### src/rtl/b32d_pkg.sv
// ----------------------------------------------------------------------------
// b32d_pkg
// Shared types, character codes and helper functions of the Base32 decoder.
// ----------------------------------------------------------------------------
package b32d_pkg;

    localparam int GROUP_W    = 40;
    localparam int CHARS_W    = 4;
    localparam int POS_W      = 3;
    localparam int BYTES_W    = 3;
    localparam int QUEUE_DEPTH = 2;

    localparam logic [7:0] CHAR_PAD    = 8'h3D;  // '='
    localparam logic [7:0] CHAR_UPPER_A = 8'h41; // 'A'
    localparam logic [7:0] CHAR_UPPER_Z = 8'h5A; // 'Z'
    localparam logic [7:0] CHAR_DIGIT_2 = 8'h32; // '2'
    localparam logic [7:0] CHAR_DIGIT_7 = 8'h37; // '7'
    localparam logic [7:0] DIGIT_BASE   = 8'd26;

    localparam logic [POS_W-1:0]   LAST_POS   = 3'd7;
    localparam logic [CHARS_W-1:0] FULL_CHARS = 4'd8;
    localparam logic [BYTES_W-1:0] MAX_BYTES  = 3'd5;

    // One finished group handed from the front to the back.
    typedef struct packed {
        logic [GROUP_W-1:0] bits;
        logic [BYTES_W-1:0] count;
        logic               err;
    } t_group;

    typedef struct packed {
        logic       ok;
        logic [4:0] value;
    } t_sym;

    function automatic t_sym decode_char(input logic [7:0] c);
        t_sym       s;
        logic [7:0] diff;
        s    = '0;
        diff = '0;
        case (c) inside
            [CHAR_UPPER_A:CHAR_UPPER_Z]: begin
                diff    = c - CHAR_UPPER_A;
                s.ok    = 1'b1;
                s.value = diff[4:0];
            end
            [CHAR_DIGIT_2:CHAR_DIGIT_7]: begin
                diff    = c - CHAR_DIGIT_2 + DIGIT_BASE;
                s.ok    = 1'b1;
                s.value = diff[4:0];
            end
            default: begin
                s.ok    = 1'b0;
                s.value = 5'd0;
            end
        endcase
        return s;
    endfunction

    // Output bytes for a number of data characters; zero means bad padding.
    function automatic logic [BYTES_W-1:0] bytes_for_count(input logic [CHARS_W-1:0] n);
        logic [BYTES_W-1:0] r;
        case (n)
            4'd2:    r = 3'd1;
            4'd4:    r = 3'd2;
            4'd5:    r = 3'd3;
            4'd7:    r = 3'd4;
            4'd8:    r = 3'd5;
            default: r = 3'd0;
        endcase
        return r;
    endfunction

endpackage

### src/rtl/b32d_front.sv
// ----------------------------------------------------------------------------
// b32d_front
// Accepts characters, builds the 40-bit group and its padding status, and
// pushes one finished group record into the queue after every eighth character.
// ----------------------------------------------------------------------------
module b32d_front
    import b32d_pkg::*;
(
    input  logic       i_clk,
    input  logic       i_rst_n,
    input  logic       i_valid,
    output logic       o_stall,
    input  logic [7:0] i_char_code,
    input  logic       i_full,
    output logic       o_push,
    output t_group     o_group
);

    logic [GROUP_W-1:0] r_bits, n_bits;
    logic [POS_W-1:0]   r_pos, n_pos;
    logic [CHARS_W-1:0] r_chars, n_chars;
    logic               r_pad, n_pad;
    logic               r_err, n_err;
    logic               r_late, n_late;

    logic               accept;
    logic               is_pad;
    t_sym               sym;
    logic [BYTES_W-1:0] tbl_count;

    // Only the closing character of a group needs room in the queue.
    assign o_stall = (r_pos == LAST_POS) && i_full;
    assign accept  = i_valid && !o_stall;
    assign is_pad  = (i_char_code == CHAR_PAD);
    assign sym     = decode_char(i_char_code);

    always_comb begin
        n_bits  = {r_bits[GROUP_W-6:0], is_pad ? 5'd0 : sym.value};
        n_pos   = r_pos + 3'd1;
        n_chars = r_chars;
        n_pad   = r_pad || is_pad;
        n_err   = r_err;
        n_late  = r_late;
        if (!is_pad) begin
            if (!sym.ok) begin
                n_err = 1'b1;
            end
            if (r_pad) begin
                n_late = 1'b1;
                n_err  = 1'b1;
            end else if (r_chars < FULL_CHARS) begin
                n_chars = r_chars + 4'd1;
            end
        end
    end

    assign tbl_count = bytes_for_count(n_chars);

    always_comb begin
        o_group.bits = n_bits;
        if (tbl_count == 3'd0 || n_late) begin
            o_group.count = MAX_BYTES;
            o_group.err   = 1'b1;
        end else begin
            o_group.count = tbl_count;
            o_group.err   = n_err;
        end
    end

    assign o_push = accept && (r_pos == LAST_POS);

    always_ff @(posedge i_clk) begin
        if (!i_rst_n) begin
            r_bits  <= '0;
            r_pos   <= '0;
            r_chars <= '0;
            r_pad   <= 1'b0;
            r_err   <= 1'b0;
            r_late  <= 1'b0;
        end else if (accept) begin
            if (r_pos == LAST_POS) begin
                r_bits  <= '0;
                r_pos   <= '0;
                r_chars <= '0;
                r_pad   <= 1'b0;
                r_err   <= 1'b0;
                r_late  <= 1'b0;
            end else begin
                r_bits  <= n_bits;
                r_pos   <= n_pos;
                r_chars <= n_chars;
                r_pad   <= n_pad;
                r_err   <= n_err;
                r_late  <= n_late;
            end
        end
    end

endmodule

### src/rtl/b32d_queue.sv
// ----------------------------------------------------------------------------
// b32d_queue
// Two-entry queue of finished groups between the front and the back.
// ----------------------------------------------------------------------------
module b32d_queue
    import b32d_pkg::*;
(
    input  logic   i_clk,
    input  logic   i_rst_n,
    input  logic   i_push,
    input  t_group i_group,
    input  logic   i_pop,
    output logic   o_full,
    output logic   o_empty,
    output t_group o_head
);

    t_group r_mem [QUEUE_DEPTH];
    logic   r_wr_ptr;
    logic   r_rd_ptr;
    logic [1:0] r_fill;

    assign o_full  = (r_fill == 2'(QUEUE_DEPTH));
    assign o_empty = (r_fill == 2'd0);
    assign o_head  = r_mem[r_rd_ptr];

    always_ff @(posedge i_clk) begin
        if (i_push) begin
            r_mem[r_wr_ptr] <= i_group;
        end
    end

    always_ff @(posedge i_clk) begin
        if (!i_rst_n) begin
            r_wr_ptr <= 1'b0;
            r_rd_ptr <= 1'b0;
            r_fill   <= 2'd0;
        end else begin
            if (i_push) begin
                r_wr_ptr <= !r_wr_ptr;
            end
            if (i_pop) begin
                r_rd_ptr <= !r_rd_ptr;
            end
            case ({i_push, i_pop})
                2'b10:   r_fill <= r_fill + 2'd1;
                2'b01:   r_fill <= r_fill - 2'd1;
                default: r_fill <= r_fill;
            endcase
        end
    end

endmodule

### src/rtl/b32d_back.sv
// ----------------------------------------------------------------------------
// b32d_back
// Walks the group at the head of the queue into the output register, most
// significant byte first, one byte per cycle unless the output stalls.
// ----------------------------------------------------------------------------
module b32d_back
    import b32d_pkg::*;
(
    input  logic       i_clk,
    input  logic       i_rst_n,
    input  logic       i_empty,
    input  t_group     i_head,
    output logic       o_pop,
    output logic       o_valid,
    input  logic       i_stall,
    output logic [7:0] o_data_byte,
    output logic       o_group_last,
    output logic       o_bad_input
);

    logic               r_valid;
    logic [7:0]         r_byte;
    logic               r_last;
    logic               r_err;
    logic [BYTES_W-1:0] r_idx;

    logic               advance;
    logic               take;
    logic               last;
    logic [7:0]         sel_byte;

    assign advance = !r_valid || !i_stall;
    assign take    = advance && !i_empty;
    assign last    = (r_idx == (i_head.count - 3'd1));
    assign o_pop   = take && last;

    always_comb begin
        case (r_idx)
            3'd0:    sel_byte = i_head.bits[39:32];
            3'd1:    sel_byte = i_head.bits[31:24];
            3'd2:    sel_byte = i_head.bits[23:16];
            3'd3:    sel_byte = i_head.bits[15:8];
            default: sel_byte = i_head.bits[7:0];
        endcase
    end

    always_ff @(posedge i_clk) begin
        if (!i_rst_n) begin
            r_valid <= 1'b0;
            r_idx   <= '0;
        end else if (advance) begin
            r_valid <= !i_empty;
            if (take) begin
                r_idx <= last ? '0 : r_idx + 3'd1;
            end
        end
    end

    always_ff @(posedge i_clk) begin
        if (take) begin
            r_byte <= sel_byte;
            r_last <= last;
            r_err  <= i_head.err;
        end
    end

    assign o_valid      = r_valid;
    assign o_data_byte  = r_byte;
    assign o_group_last = r_last;
    assign o_bad_input  = r_err;

endmodule

### src/rtl/base32_stream_decoder.sv
// ----------------------------------------------------------------------------
// base32_stream_decoder
// Streaming Base32 decoder: eight characters in, up to five bytes out.
// ----------------------------------------------------------------------------
// Input channel: one character per request on i_in_valid / o_in_stall.
// Output channel: one byte per request on o_out_valid / i_out_stall, with
// o_group_last on the final byte of a group and o_bad_input on every byte of
// a group that held a bad character or a bad padding layout.
// A character is taken every cycle unless the front stalls, which happens
// only on a group's eighth character while the two-entry group queue is full.
// The eighth character writes its group into the queue; the first byte is
// then loaded from the queue head into the output register; the remaining
// bytes follow one per cycle unless the output stalls. A group drains as
// the next arrives: with no output stall, one character enters per cycle.
// Reset clears the partial group, the queue and the output register.
// When the receiver stalls, the output byte holds; the queue absorbs up to
// two finished groups before the input channel stalls.
// ----------------------------------------------------------------------------
module base32_stream_decoder
    import b32d_pkg::*;
(
    input  logic       i_clk,
    input  logic       i_rst_n,
    input  logic       i_in_valid,
    output logic       o_in_stall,
    input  logic [7:0] i_char_code,
    output logic       o_out_valid,
    input  logic       i_out_stall,
    output logic [7:0] o_data_byte,
    output logic       o_group_last,
    output logic       o_bad_input
);

    logic   push;
    logic   pop;
    logic   full;
    logic   empty;
    t_group grp_in;
    t_group grp_head;

    b32d_front u_front (
        .i_clk       (i_clk),
        .i_rst_n     (i_rst_n),
        .i_valid     (i_in_valid),
        .o_stall     (o_in_stall),
        .i_char_code (i_char_code),
        .i_full      (full),
        .o_push      (push),
        .o_group     (grp_in)
    );

    b32d_queue u_queue (
        .i_clk   (i_clk),
        .i_rst_n (i_rst_n),
        .i_push  (push),
        .i_group (grp_in),
        .i_pop   (pop),
        .o_full  (full),
        .o_empty (empty),
        .o_head  (grp_head)
    );

    b32d_back u_back (
        .i_clk        (i_clk),
        .i_rst_n      (i_rst_n),
        .i_empty      (empty),
        .i_head       (grp_head),
        .o_pop        (pop),
        .o_valid      (o_out_valid),
        .i_stall      (i_out_stall),
        .o_data_byte  (o_data_byte),
        .o_group_last (o_group_last),
        .o_bad_input  (o_bad_input)
    );

endmodule

### config.mk
export PLATFORM = sky130hd
export DESIGN_NAME = base32_stream_decoder
export DESIGN_NICKNAME = d
export VERILOG_FILES = /design/src/rtl/b32d_pkg.sv /design/src/rtl/b32d_front.sv /design/src/rtl/b32d_queue.sv /design/src/rtl/b32d_back.sv /design/src/rtl/base32_stream_decoder.sv
export SDC_FILE = /design/constraint.sdc
export NUM_CORES = 1
export LEC_CHECK = 0
export BUFFER_PORTS_ARGS = -buffer_cell sky130_fd_sc_hd__buf_2
export CAP_MARGIN = 40
export CELL_PAD_IN_SITES_DETAIL_PLACEMENT = 1
export CELL_PAD_IN_SITES_GLOBAL_PLACEMENT = 1
export CORE_MARGIN = 8
export CORE_UTILIZATION = 30
export DETAILED_ROUTE_END_ITERATION = 6
export GPL_ROUTABILITY_DRIVEN = 0
export PLACE_DENSITY = 0.61
export SLEW_MARGIN = 5
export SYNTH_ARGS = -nofsm -noshare
export SYNTH_HDL_FRONTEND = slang
export SYNTH_SLANG_ARGS = --single-unit
export TNS_END_PERCENT = 50
### constraint.sdc
create_clock -name i_clk -period 3.96 [get_ports i_clk]
set_clock_uncertainty 0.1 [all_clocks]
set_input_delay 0.792 -clock i_clk [delete_from_list [all_inputs] [get_ports i_clk]]
set_output_delay 0.792 -clock i_clk [all_outputs]
set_load 0.1 [all_outputs]
==> After elaboration in Yosys (flattened, before gate mapping) <==
Memory sizes are Yosys's and may differ from the RTL's. A register that Yosys moved wholly into a read port is not among the register bits.
Cells that the tools add are included.
{ "classes": {"mux": 26, "order_cmp": 5, "eq_ne": 14, "n_addsub": 9, "reduce_logical": 21} }
{ "op_table": {"columns": ["op", "count"], "rows": [
  ["35-bit two-way mux", 1],
  ["8-bit case mux with 4 select lines", 1],
  ["4-bit two-way mux", 5],
  ["3-bit case mux with 5 select lines", 1],
  ["4-bit by 3-bit == test with 1-bit output (second input constant)", 3],
  ["1-bit two-way mux", 12],
  ["6-bit two-way mux", 2],
  ["8-bit by 6-bit == test with 1-bit output (second input constant)", 1],
  ["8-bit by 6-bit >= comparator with 1-bit output (second input constant)", 1],
  ["8-bit by 7-bit >= comparator with 1-bit output (second input constant)", 1],
  ["8-bit by 6-bit <= comparator with 1-bit output (second input constant)", 1],
  ["8-bit by 7-bit <= comparator with 1-bit output (second input constant)", 1],
  ["1-bit logical AND", 7],
  ["3-bit by 1-bit adder with 3-bit output (second input constant)", 2],
  ["3-bit by 2-bit == test with 1-bit output (second input constant)", 2],
  ["1-bit zero test", 6],
  ["3-bit zero test", 2],
  ["3-bit two-way mux", 2],
  ["5-bit adder (second input constant)", 1],
  ["5-bit two-way mux", 1],
  ["5-bit by 1-bit subtractor with 5-bit output (second input constant)", 1],
  ["5-bit subtractor (second input constant)", 1],
  ["4-bit by 1-bit adder with 4-bit output (second input constant)", 1],
  ["2-bit == test (second input constant)", 2],
  ["other kinds (15)", 17]
]} }
{ "word_totals": {"register_bits": 63, "mem_count": 1, "ram_bits": 88, "out_inout_bits": 12, "input_bits": 12} }
{ "mem_list": {"columns": ["name", "depth", "word_bits", "rd", "rd_ports_with_merged_regs", "wr", "line_no", "rtl"], "rows": [
  ["u_queue.r_mem", 2, 44, 1, 1, 1, "b32d_queue.sv:18", "t_group r_mem [QUEUE_DEPTH];"]
]} }

==> Longest topological paths before layout <==
Gate-level depths: netlist of the first run.
{ "logic_depth": {"depth_word": 9, "ltp_mapped": 13} }

==> By module <==
A second synthesis of the first run with hierarchy kept.
{ "hier_totals": {"hier_cells": 543, "hier_area_um2": 6861.6} }
{ "by_module_without_submodules": {"columns": ["module", "cells_per_inst", "area_each_um2", "instances"], "rows": [
  ["b32d_queue", 159, 3379.5, 1],
  ["b32d_front", 290, 2467.4, 1],
  ["b32d_back", 94, 1014.7, 1]
]} }

==> Worst setup path after synthesis of the first run <==
Ideal clock, no wire load.
{ "synth_path": {"kind": "input port to flip-flop", "start": "in i_in_valid", "end": "mem u_queue.r_mem[0][0] (netlist bit) (enable)", "setup_ns": 0.446, "arrival_ns": 3.174, "path_slack_ns": 0.240, "n_path_buf": 1, "path_stages": 4, "path_cell_list": "clkbuf_1 > and2_1 > nand2_1 > nor2_1"} }
{ "synth_between": {"elab_chain_cells": 4} }
{ "synth_rtl": {"columns": ["item", "line_no", "rtl"], "rows": [
  ["from (decl)", "base32_stream_decoder.sv:24", "input logic i_in_valid,"],
  ["1-bit logical AND", "b32d_front.sv:33", "assign accept = i_valid && !o_stall;"],
  ["1-bit logical AND", "b32d_front.sv:70", "assign o_push = accept && (r_pos == LAST_POS);"],
  ["1-bit two-way mux", "b32d_queue.sv:28", "if (i_push) begin"],
  ["1-bit two-way mux (implied by the code)", "b32d_queue.sv:29", "r_mem[r_wr_ptr] <= i_group;"],
  ["to (decl)", "b32d_queue.sv:18", null]
]} }
No other way between the ends.

==> Worst setup path in the final report of the first run <==
{ "layout_path": {"start": "reg u_front.r_pos[1]", "end": "out o_in_stall"} }
{ "layout_between": {"elab_chain_cells": 2} }
{ "layout_rtl": {"columns": ["item", "line_no", "rtl"], "rows": [
  ["from (decl)", "b32d_front.sv:20", "logic [POS_W-1:0] r_pos, n_pos;"],
  ["from (signal assigned)", "b32d_front.sv:90", "r_pos <= n_pos;"],
  ["3-bit == test", "b32d_front.sv:32", "assign o_stall = (r_pos == LAST_POS) && i_full;"],
  ["1-bit logical AND", "b32d_front.sv:32", null],
  ["to (decl)", "base32_stream_decoder.sv:25", "output logic o_in_stall,"]
]} }
No other way between the ends.

==> impl_metrics.ini, run 1 <==
[outcome]
run_status = finished clean

[global_route]
use_met2 = 0.2009
antenna_found_initial = 0
met1_usage = 0.1524
grt_busiest_layer = met2
first_global_vias = 4396
grt.overflow.total = 0
grt_usage = 0.1202
grt_util_met3 = 0.01997
grt_max_degree = 45
grt_pass1_wl_mm = 24.72

[cells_and_area]
most-common-layout-cells = 98 x edfxtp_1, 53 x dfxtp_1, 51 x nand2_1, 47 x a21oi_1, 37 x mux2i_1
final_common_cell = edfxtp_1
num-nets-final = 573
n_fill_cell = 2291
fin_area_um2 = 7410
drive_above_1_share = 0.1500
synthToLayoutAreaGrowth_pct = 14.63
n_antenna_cell = 0

[worst_setup_path]
endpoint = o_in_stall
r2r_slack_ns = 1.10
cp-start-kind = flip-flop
crit_path_end_kind = primary output
timing.rr.end = u_queue.r_fill[1]
path_class = flip-flop to primary output
r2r_cells = 8
r2r-start = u_front.r_pos[1]
path_max_fanout = 17
worstPathArrival_ns = 2.27
worstPathRequired_ns = 3.07
cp-startpoint = u_front.r_pos[1]

[clock_tree]
cts_buffer_depth = 2
cts-root-buf = clkbuf_16
cts-resized-gates = 0
cts_made_buffers = 17
clk_pin_slew_ns = 0.06
cts-hold-fix-buffers = 0
h-tree-depth = 4
post-cts-setup-buffers = 0
tritoncts = done
clock_latency_ns = 0.41
cts_sinks = 152

[timing]
worstMarginPinSlew_ns = 0.7594
slew-limit-headroom = 0.4904
rsz0062_at_grt = no
setup_viol = 0
fmax_mhz = 316.5
fin_crit_sh = 0.7979
final-max-slew-violation-count = 0
finalSetupTns_ns = 0
fin_crit_ns = 3.160
timing_hold_violations_final = 0

[job]
cap_violations = 0

[place]
dpl_cell_area_um2 = 6859
portBuffers = 23
dp_hpwl_mm = 9.925

[floorplan]
die_y_um = 162.8
floorplan.initialDensity = 0.3065
ios = 24
rows = 53
core_um2 = 21090
die_area_um2 = 26500
die_width_um = 162.8

[synth]
synth_cell_types = 55
synth_edf_count = 98
ys.flop_type = edfxtp_1
yosys_warnings = 0
synth_area_leaders = edfxtp_1 46%, dfxtp_1 17%, mux2i_1 5.7%, nand3b_1 3.7%, a21oi_1 3.6%
avgSynthCellArea_um2 = 12.27
synth_top_area_frac = 0.4553
yosys_register_bits = 152
async_flop_share = 0
syn-cell-area_um2 = 6464
synth_nets = 553
yosysSeqAreaShare = 0.6225
synthCells = 527
synth_area_leader_cell = edfxtp_1

[drt]
ant_nets = 0
wire_per_inst_um = 18.54
wirelength_mm = 15.48
drt_iter0_drc = 261
vias = 4158
vias_per_cell = 4.980
post-route-drc-count = 0
drtPass1Iterations = 4

[worst_hold_path]
hold_path.class = flip-flop to flip-flop
hold_depth = 0

[pwr]
irDropWorstVdd_mv = 0.2546
p_leak_nw = 2.321
power_density_nw_per_um2 = 443.3
[cell families (layout without fill, tap and decap cells)]
group	after synthesis	in the layout	share of synthesized area
simple gates	154	154	0.1280
flops	152	152	0.6225
compound gates	107	107	0.1022
mux	47	47	0.07472
buf+inv	40	73	0.02787
fa+ha+maj	14	14	0.02710
xor+xnor	13	13	0.01762
[layer usage]
metal / wire length (um) / up-vias
met5: 0 / -
met4: 263 / 0
met3: 420 / 14
met2: 7518 / 51
met1: 7276 / 2115
li1: - / 1978
[final cells by class]
type,instances,area [um^2],share of cell area
clock inverters,12,103.9,0.01402
clock buffers,20,446.7,0.06028
flip-flops and latches,152,4025,0.5432
repair buffers,30,180.2,0.02432
inverters,11,41.29,0.005572
well taps,275,344.1,0.04644
multi-input cells,335,2268,0.3061
[worst min-delay path by stage]
stage | from | slack [ns] | endpoint
6_report | u_front.r_bits[33] | 0.35 | u_queue.r_mem[1][42]
2_1_floorplan | u_front.r_bits[30] | 0.33 | u_queue.r_mem[0][39]
4_1_cts | u_front.r_bits[33] | 0.35 | u_queue.r_mem[1][42]
5_1_grt | u_front.r_bits[34] | 0.37 | u_queue.r_mem[0][43]
3_5_place_dp | u_front.r_bits[33] | 0.34 | u_queue.r_mem[0][42]
3_3_place_gp | u_front.r_bits[30] | 0.33 | u_queue.r_mem[1][39]
[power breakdown]
group | switching, mW | internal (mW) | leakage [nW] | total, mW
logic | 0.0648 | 0.0325 | 0.748 | 0.0973
registers | 0.00741 | 1.68 | 1.31 | 1.68
clock network | 0.625 | 0.878 | 0.266 | 1.50
[through the flow]
stage                     hold slack [ns]  cells  total power, mW  setup slack, ns  utilization
final                              0.3515    835            3.285           0.8002       0.3514
after global placement             0.3344    803            1.812            1.040       0.3253
after CTS                          0.3530    835            3.318           0.7437       0.3514
after floorplan                    0.3254    527            1.783           0.2402            -
after global routing               0.3663    835            3.392           0.6397       0.3514
after detailed placement           0.3388    803            1.816           0.9260       0.3253
[synth_stat cells, types with 2 or more instances]
cell type   n
and2_1      5
clkbuf_1   18
xnor2_1     8
dfxtp_1    54
o21ai_2     2
nor3b_1     4
nand4b_1    4
a21oi_1    47
a2bb2oi_1   2
ha_1       14
o21a_1      3
mux2i_1    37
nand3_1     5
mux2_2     10
edfxtp_1   98
a211oi_1   10
xor2_1      5
o211ai_1    2
nand2_1    51
buf_2       6
o21bai_1    2
nand3b_1   32
a22oi_1     2
o22ai_1     8
o21ai_0    16
nor2b_1     2
nor2_1     33
buf_6       3
inv_1      11
nor3_1      3
or3_1       3
and3_1      3
buf_1       2
[flip-flops by register name, indices dropped and copies added (netlist names), 2 cells and up, named ones only]
signal,cells
u_back.o_data_byte,8
u_back.r_idx,3
u_front.r_bits,35
u_front.r_chars,4
u_front.r_pos,3
u_queue.r_fill,2
u_queue.r_mem,88
[critical path: stages, from the launching register on]
cell,delay (ns)
dfxtp_1,0.36
ha_1,0.18
ha_1,0.57
nand3b_1,0.23
inv_1,0.09
buf_2,0.42
No activity file was read; power rests on OpenSTA's default activity.
==> run 2: changes to the inputs <==
--- a/config.mk
+++ b/config.mk
@@ -13,7 +13,7 @@
 export CORE_UTILIZATION = 30
 export DETAILED_ROUTE_END_ITERATION = 6
 export GPL_ROUTABILITY_DRIVEN = 0
-export PLACE_DENSITY = 0.61
+export PLACE_DENSITY = 0.62
 export SLEW_MARGIN = 5
 export SYNTH_ARGS = -nofsm -noshare
 export SYNTH_HDL_FRONTEND = slang
==> constraint.sdc (replaced) <==
create_clock -name i_clk -period 2.8 [get_ports i_clk]
set_clock_uncertainty 0.1 [all_clocks]
set_input_delay 0.56 -clock i_clk [delete_from_list [all_inputs] [get_ports i_clk]]
set_output_delay 0.56 -clock i_clk [all_outputs]
set_load 0.1 [all_outputs]
==> run 2 against run 1 <==
Sequential share of layout area decreased by 0.87 points. Highest routed layer unchanged. Sequential power up 42%. Wire length is 3.1% lower. Via count is 0.67% lower. Die area stayed put. Setup slack got worse by 0.44 ns.
==> impl_metrics.ini, run 2 (synthesis results as in run 1) <==
[outcome]
run_status = finished clean

[floorplan]
floorplan.initialDensity = 0.3065
ios = 24
rows = 53
core_um2 = 21090
die_area_um2 = 26500
die_y_um = 162.8
die_width_um = 162.8

[cells_and_area]
fin_area_um2 = 7530
largest_register_ffs = 88
num-nets-final = 577
fin_util = 0.3571
final_common_cell = edfxtp_1
n_antenna_cell = 0
final_cells = 839
largest-register = u_queue.r_mem
synthToLayoutAreaGrowth_pct = 16.49
drive_above_1_share = 0.1578
most-common-layout-cells = 98 x edfxtp_1, 53 x dfxtp_1, 51 x nand2_1, 47 x a21oi_1, 37 x mux2i_1

[worst_setup_path]
critPathMaxStageDelay_ns = 0.42
worstPathRequired_ns = 3.04
cp_cell_sequence = mux2i_1 -> ha_1 -> xnor2_1 -> xnor2_1 -> nand3_1 -> nor2_1 -> ha_1 -> or3_1 -> a21oi_1
cp_slowest_cell = dfxtp_2
crit_path_end_kind = flip-flop
cp-start-kind = flip-flop
worstPathArrival_ns = 2.68
path_max_fanout = 5
path_class = flip-flop to flip-flop

[clock_tree]
cts_sinks = 152
cts_buffer_depth = 2
cts-resized-gates = 0
clock_latency_ns = 0.42
cts_made_buffers = 17
tritoncts = done
h-tree-depth = 4
cts-root-buf = clkbuf_16
cts-hold-fix-buffers = 0
post-cts-setup-buffers = 0
clk_pin_slew_ns = 0.06

[drt]
vias_per_cell = 4.923
wire_per_inst_um = 17.88
vias = 4130
post-route-drc-count = 0
drtPass1Iterations = 4
ant_nets = 0
drt_iter0_drc = 190
wirelength_mm = 15.00

[global_route]
antenna_found_initial = 0
grt.overflow.total = 0
grt_usage = 0.1182
first_global_vias = 4514
grt_pass1_wl_mm = 24.29
grt_max_degree = 45

[timing]
fin_ws_ns = 0.3640
fmax_mhz = 410.5
fin_crit_ns = 2.436
whs_ns = 0.3328
finalSetupTns_ns = 0
final-max-slew-violation-count = 0
fin_crit_sh = 0.8700
timing_hold_violations_final = 0
worstMarginPinSlew_ns = 0.5934
setup_viol = 0
slew-limit-headroom = 0.6040
rsz0062_at_grt = no

[job]
cap_violations = 0

[pwr]
power_mw = 4.797
irDropWorstVdd_mv = 0.3609
power_density_nw_per_um2 = 637.0
p_leak_nw = 2.375

[worst_hold_path]
hold_path.class = primary input to flip-flop

[place]
place_ws_ns = 0.04685
dpl_cell_area_um2 = 6942
dp.cells = 807
dp_hpwl_mm = 9.602
portBuffers = 23
## run 2: cell count changes in the layout (fill, tap and decap cells not counted), sizes merged
cell,change
clkbuf,-2
bufinv,+1
clkinv,-4
buf,+4
clkinvlp,-2
inv,+7
## run 2: power by group
part / switching (mW) / internal, mW / total, mW / leakage, nW
Clock: 0.939 / 1.34 / 2.27 / 0.289
Sequential: 0.00991 / 2.37 / 2.38 / 1.31
Combinational: 0.0929 / 0.0491 / 0.142 / 0.779
Total: 1.04 / 3.76 / 4.80 / 2.38
## run 2: layout make-up
type | count | area (um^2)
clock buffers | 18 | 429.2
repair buffers | 34 | 262.8
clock inverters | 14 | 158.9
fillers | 2284 | 13560
inverters | 11 | 41.29
well taps | 275 | 344.1
flip-flops and latches | 152 | 4025
multi-input cells | 335 | 2268
## run 2: path summary, 6_finish.rpt
check,from,endpoint,slack [ns],cells after the start
max,flip-flop,u_queue.r_fill[1],0.36,9
min reg2reg,u_front.r_err,u_front.r_err,0.36,2
max reg2reg,flip-flop,u_queue.r_fill[1],0.36,9
min,i_out_stall,u_back.o_valid,0.33,3
## run 2: metal layers
layer,vias up,share of wire,global-route usage
met3,14,0.022,0.02427
met2,44,0.51,0.2046
li1,1985,-,-
met4,0,0.015,0.04671
met5,-,0,0
met1,2087,0.46,0.1412
## run 2: critical path, delay by kind of cell, from the launching register on
| family | cells | cell delay (ns) |
|---|---|---|
| xor gates and xnor gates | 2 | 0.27 |
| AOI/OAI and AO/OA | 1 | 0.17 |
| muxes | 1 | 0.31 |
| DFF | 1 | 0.42 |
| and+or+nand+nor | 3 | 0.61 |
| adders and majority gates | 2 | 0.47 |
==> run 3: changes to the inputs <==
--- a/config.mk
+++ b/config.mk
@@ -8,12 +8,13 @@
 export BUFFER_PORTS_ARGS = -buffer_cell sky130_fd_sc_hd__buf_2
 export CAP_MARGIN = 40
 export CELL_PAD_IN_SITES_DETAIL_PLACEMENT = 1
-export CELL_PAD_IN_SITES_GLOBAL_PLACEMENT = 1
+export CELL_PAD_IN_SITES_GLOBAL_PLACEMENT = 2
+export CORE_ASPECT_RATIO = 1.2
 export CORE_MARGIN = 8
 export CORE_UTILIZATION = 30
 export DETAILED_ROUTE_END_ITERATION = 6
 export GPL_ROUTABILITY_DRIVEN = 0
-export PLACE_DENSITY = 0.62
+export PLACE_DENSITY = 0.7
 export SLEW_MARGIN = 5
 export SYNTH_ARGS = -nofsm -noshare
 export SYNTH_HDL_FRONTEND = slang
==> run 3 against run 2 <==
Combinational power is 5% higher. Cell area is 0.17% higher. Cell count is 0.24% higher. Total power is 3.3% lower. Flip-flop and latch count stayed put. Sequential share of layout area is 0.089 points lower. Non-clock buffer count is 3 higher. Via count is 0.34% higher. Setup slack worse by 0.084 ns. Clock power is 7% lower. Hold slack better by 0.019 ns. Largest power group unchanged.
==> impl_metrics.ini, run 3 (synthesis results as in run 1) <==
[outcome]
run_status = finished clean

[worst_setup_path]
cp-start-kind = flip-flop
path_max_fanout = 7
crit_path_end_kind = flip-flop
cp_cell_sequence = mux2i_2 -> ha_1 -> xnor2_1 -> xnor2_1 -> nand3_1 -> nor2_1 -> ha_1 -> or3_1 -> a21oi_1
worstPathRequired_ns = 3.06
path_class = flip-flop to flip-flop
cp_slowest_cell = dfxtp_2
critPathMaxStageDelay_ns = 0.42
worstPathArrival_ns = 2.77

[timing]
rsz0062_at_grt = no
fmax_mhz = 396.9
fin_crit_sh = 0.8999
setup_viol = 0
worstMarginPinSlew_ns = 0.7664
fin_crit_ns = 2.520
final-max-slew-violation-count = 0
fin_ws_ns = 0.2804
finalSetupTns_ns = 0
timing_hold_violations_final = 0
slew-limit-headroom = 0.4875
whs_ns = 0.3522

[clock_tree]
tritoncts = done
clock_latency_ns = 0.42
cts_buffer_depth = 2
cts_sinks = 152
h-tree-depth = 4
cts_made_buffers = 17
clk_pin_slew_ns = 0.06
cts-root-buf = clkbuf_16
post-cts-setup-buffers = 0

[place]
place_ws_ns = 0.09094
dpl_cell_area_um2 = 6995
portBuffers = 23
dp_hpwl_mm = 10.12

[global_route]
grt.overflow.total = 0
grt_pass1_wl_mm = 24.50
antenna_found_initial = 0
grt_max_degree = 45
first_global_vias = 4553
grt_usage = 0.1212

[cells_and_area]
drive_above_1_share = 0.1640
synthToLayoutAreaGrowth_pct = 16.69
multi_input_area_um2 = 2272
n_fill_cell = 2310
num-nets-final = 580
final_common_cell = edfxtp_1
largest-register = u_queue.r_mem
largest_register_ffs = 88
fin_area_um2 = 7542
most-common-layout-cells = 98 x edfxtp_1, 53 x dfxtp_1, 51 x nand2_1, 47 x a21oi_1, 36 x mux2i_1
n_antenna_cell = 0
seq_area_um2 = 4025

[worst_hold_path]
hold_path.class = primary input to flip-flop

[job]
cap_violations = 0

[floorplan]
ios = 24
rows = 59
core_um2 = 21410
die_area_um2 = 26520
die_width_um = 150.0
die_y_um = 176.8
floorplan.initialDensity = 0.3019

[drt]
vias = 4144
wire_per_inst_um = 18.06
ant_nets = 0
vias_per_cell = 4.927
drtPass1Iterations = 4
drt_iter0_drc = 162
wirelength_mm = 15.19
post-route-drc-count = 0

[pwr]
irDropWorstVdd_mv = 0.4313
p_leak_nw = 2.380
power_density_nw_per_um2 = 614.8
power_mw = 4.637
run 3: metrics by stage:
stage | util | cells
2_1_floorplan | - | 527
5_1_grt | 0.3523 | 841
3_3_place_gp | 0.3255 | 808
4_1_cts | 0.3521 | 841
6_report | 0.3523 | 841
3_5_place_dp | 0.3268 | 809
run 3: layout make-up:
cell class	instances	share of cell area
tap	274	0.04545
clock buffer	18	0.05690
clock inverter	14	0.01510
sequential	152	0.5337
inverter	11	0.005474
timing repair buffer	37	0.04214
multi-input combinational	335	0.3013
run 3: power breakdown:
| part | switching (mW) | leakage (nW) | internal, mW |
|---|---|---|---|
| Sequential | 0.0101 | 1.31 | 2.37 |
| Combinational | 0.0940 | 0.806 | 0.0546 |
| Clock | 0.951 | 0.266 | 1.16 |
run 3: worst paths after layout:
check        cells after the start                    to               start  slack [ns]
max                              9     u_queue.r_fill[1]           flip-flop        0.28
min                              3        u_back.o_valid         i_out_stall        0.35
max reg2reg                      9     u_queue.r_fill[1]           flip-flop        0.28
min reg2reg                      0  u_queue.r_mem[1][39]  u_front.r_bits[30]        0.36
run 3: critical path: cells and delay by family (launching register included):
kind	cells	cell delay [ns]
xor gates and xnor gates	2	0.27
and+or+nand+nor	3	0.75
DFF	1	0.42
adders and majority gates	2	0.47
AOI/OAI and AO/OA	1	0.14
muxes	1	0.30
run 3: repair_timing:
item / CTS / global route
endpoints found under the setup margin: 0 / 1
hold buffers: 0 / 0
resized for setup: 0 / 1
hold endpoints to repair: 0 / 0
run 3: metal layers:
metal	vias up	part of all wire	track usage
li1	1996	-	-
met5	-	0	0
met4	0	0.016	0.04422
met3	19	0.024	0.02661
met1	2089	0.43	0.1360
met2	40	0.53	0.2195
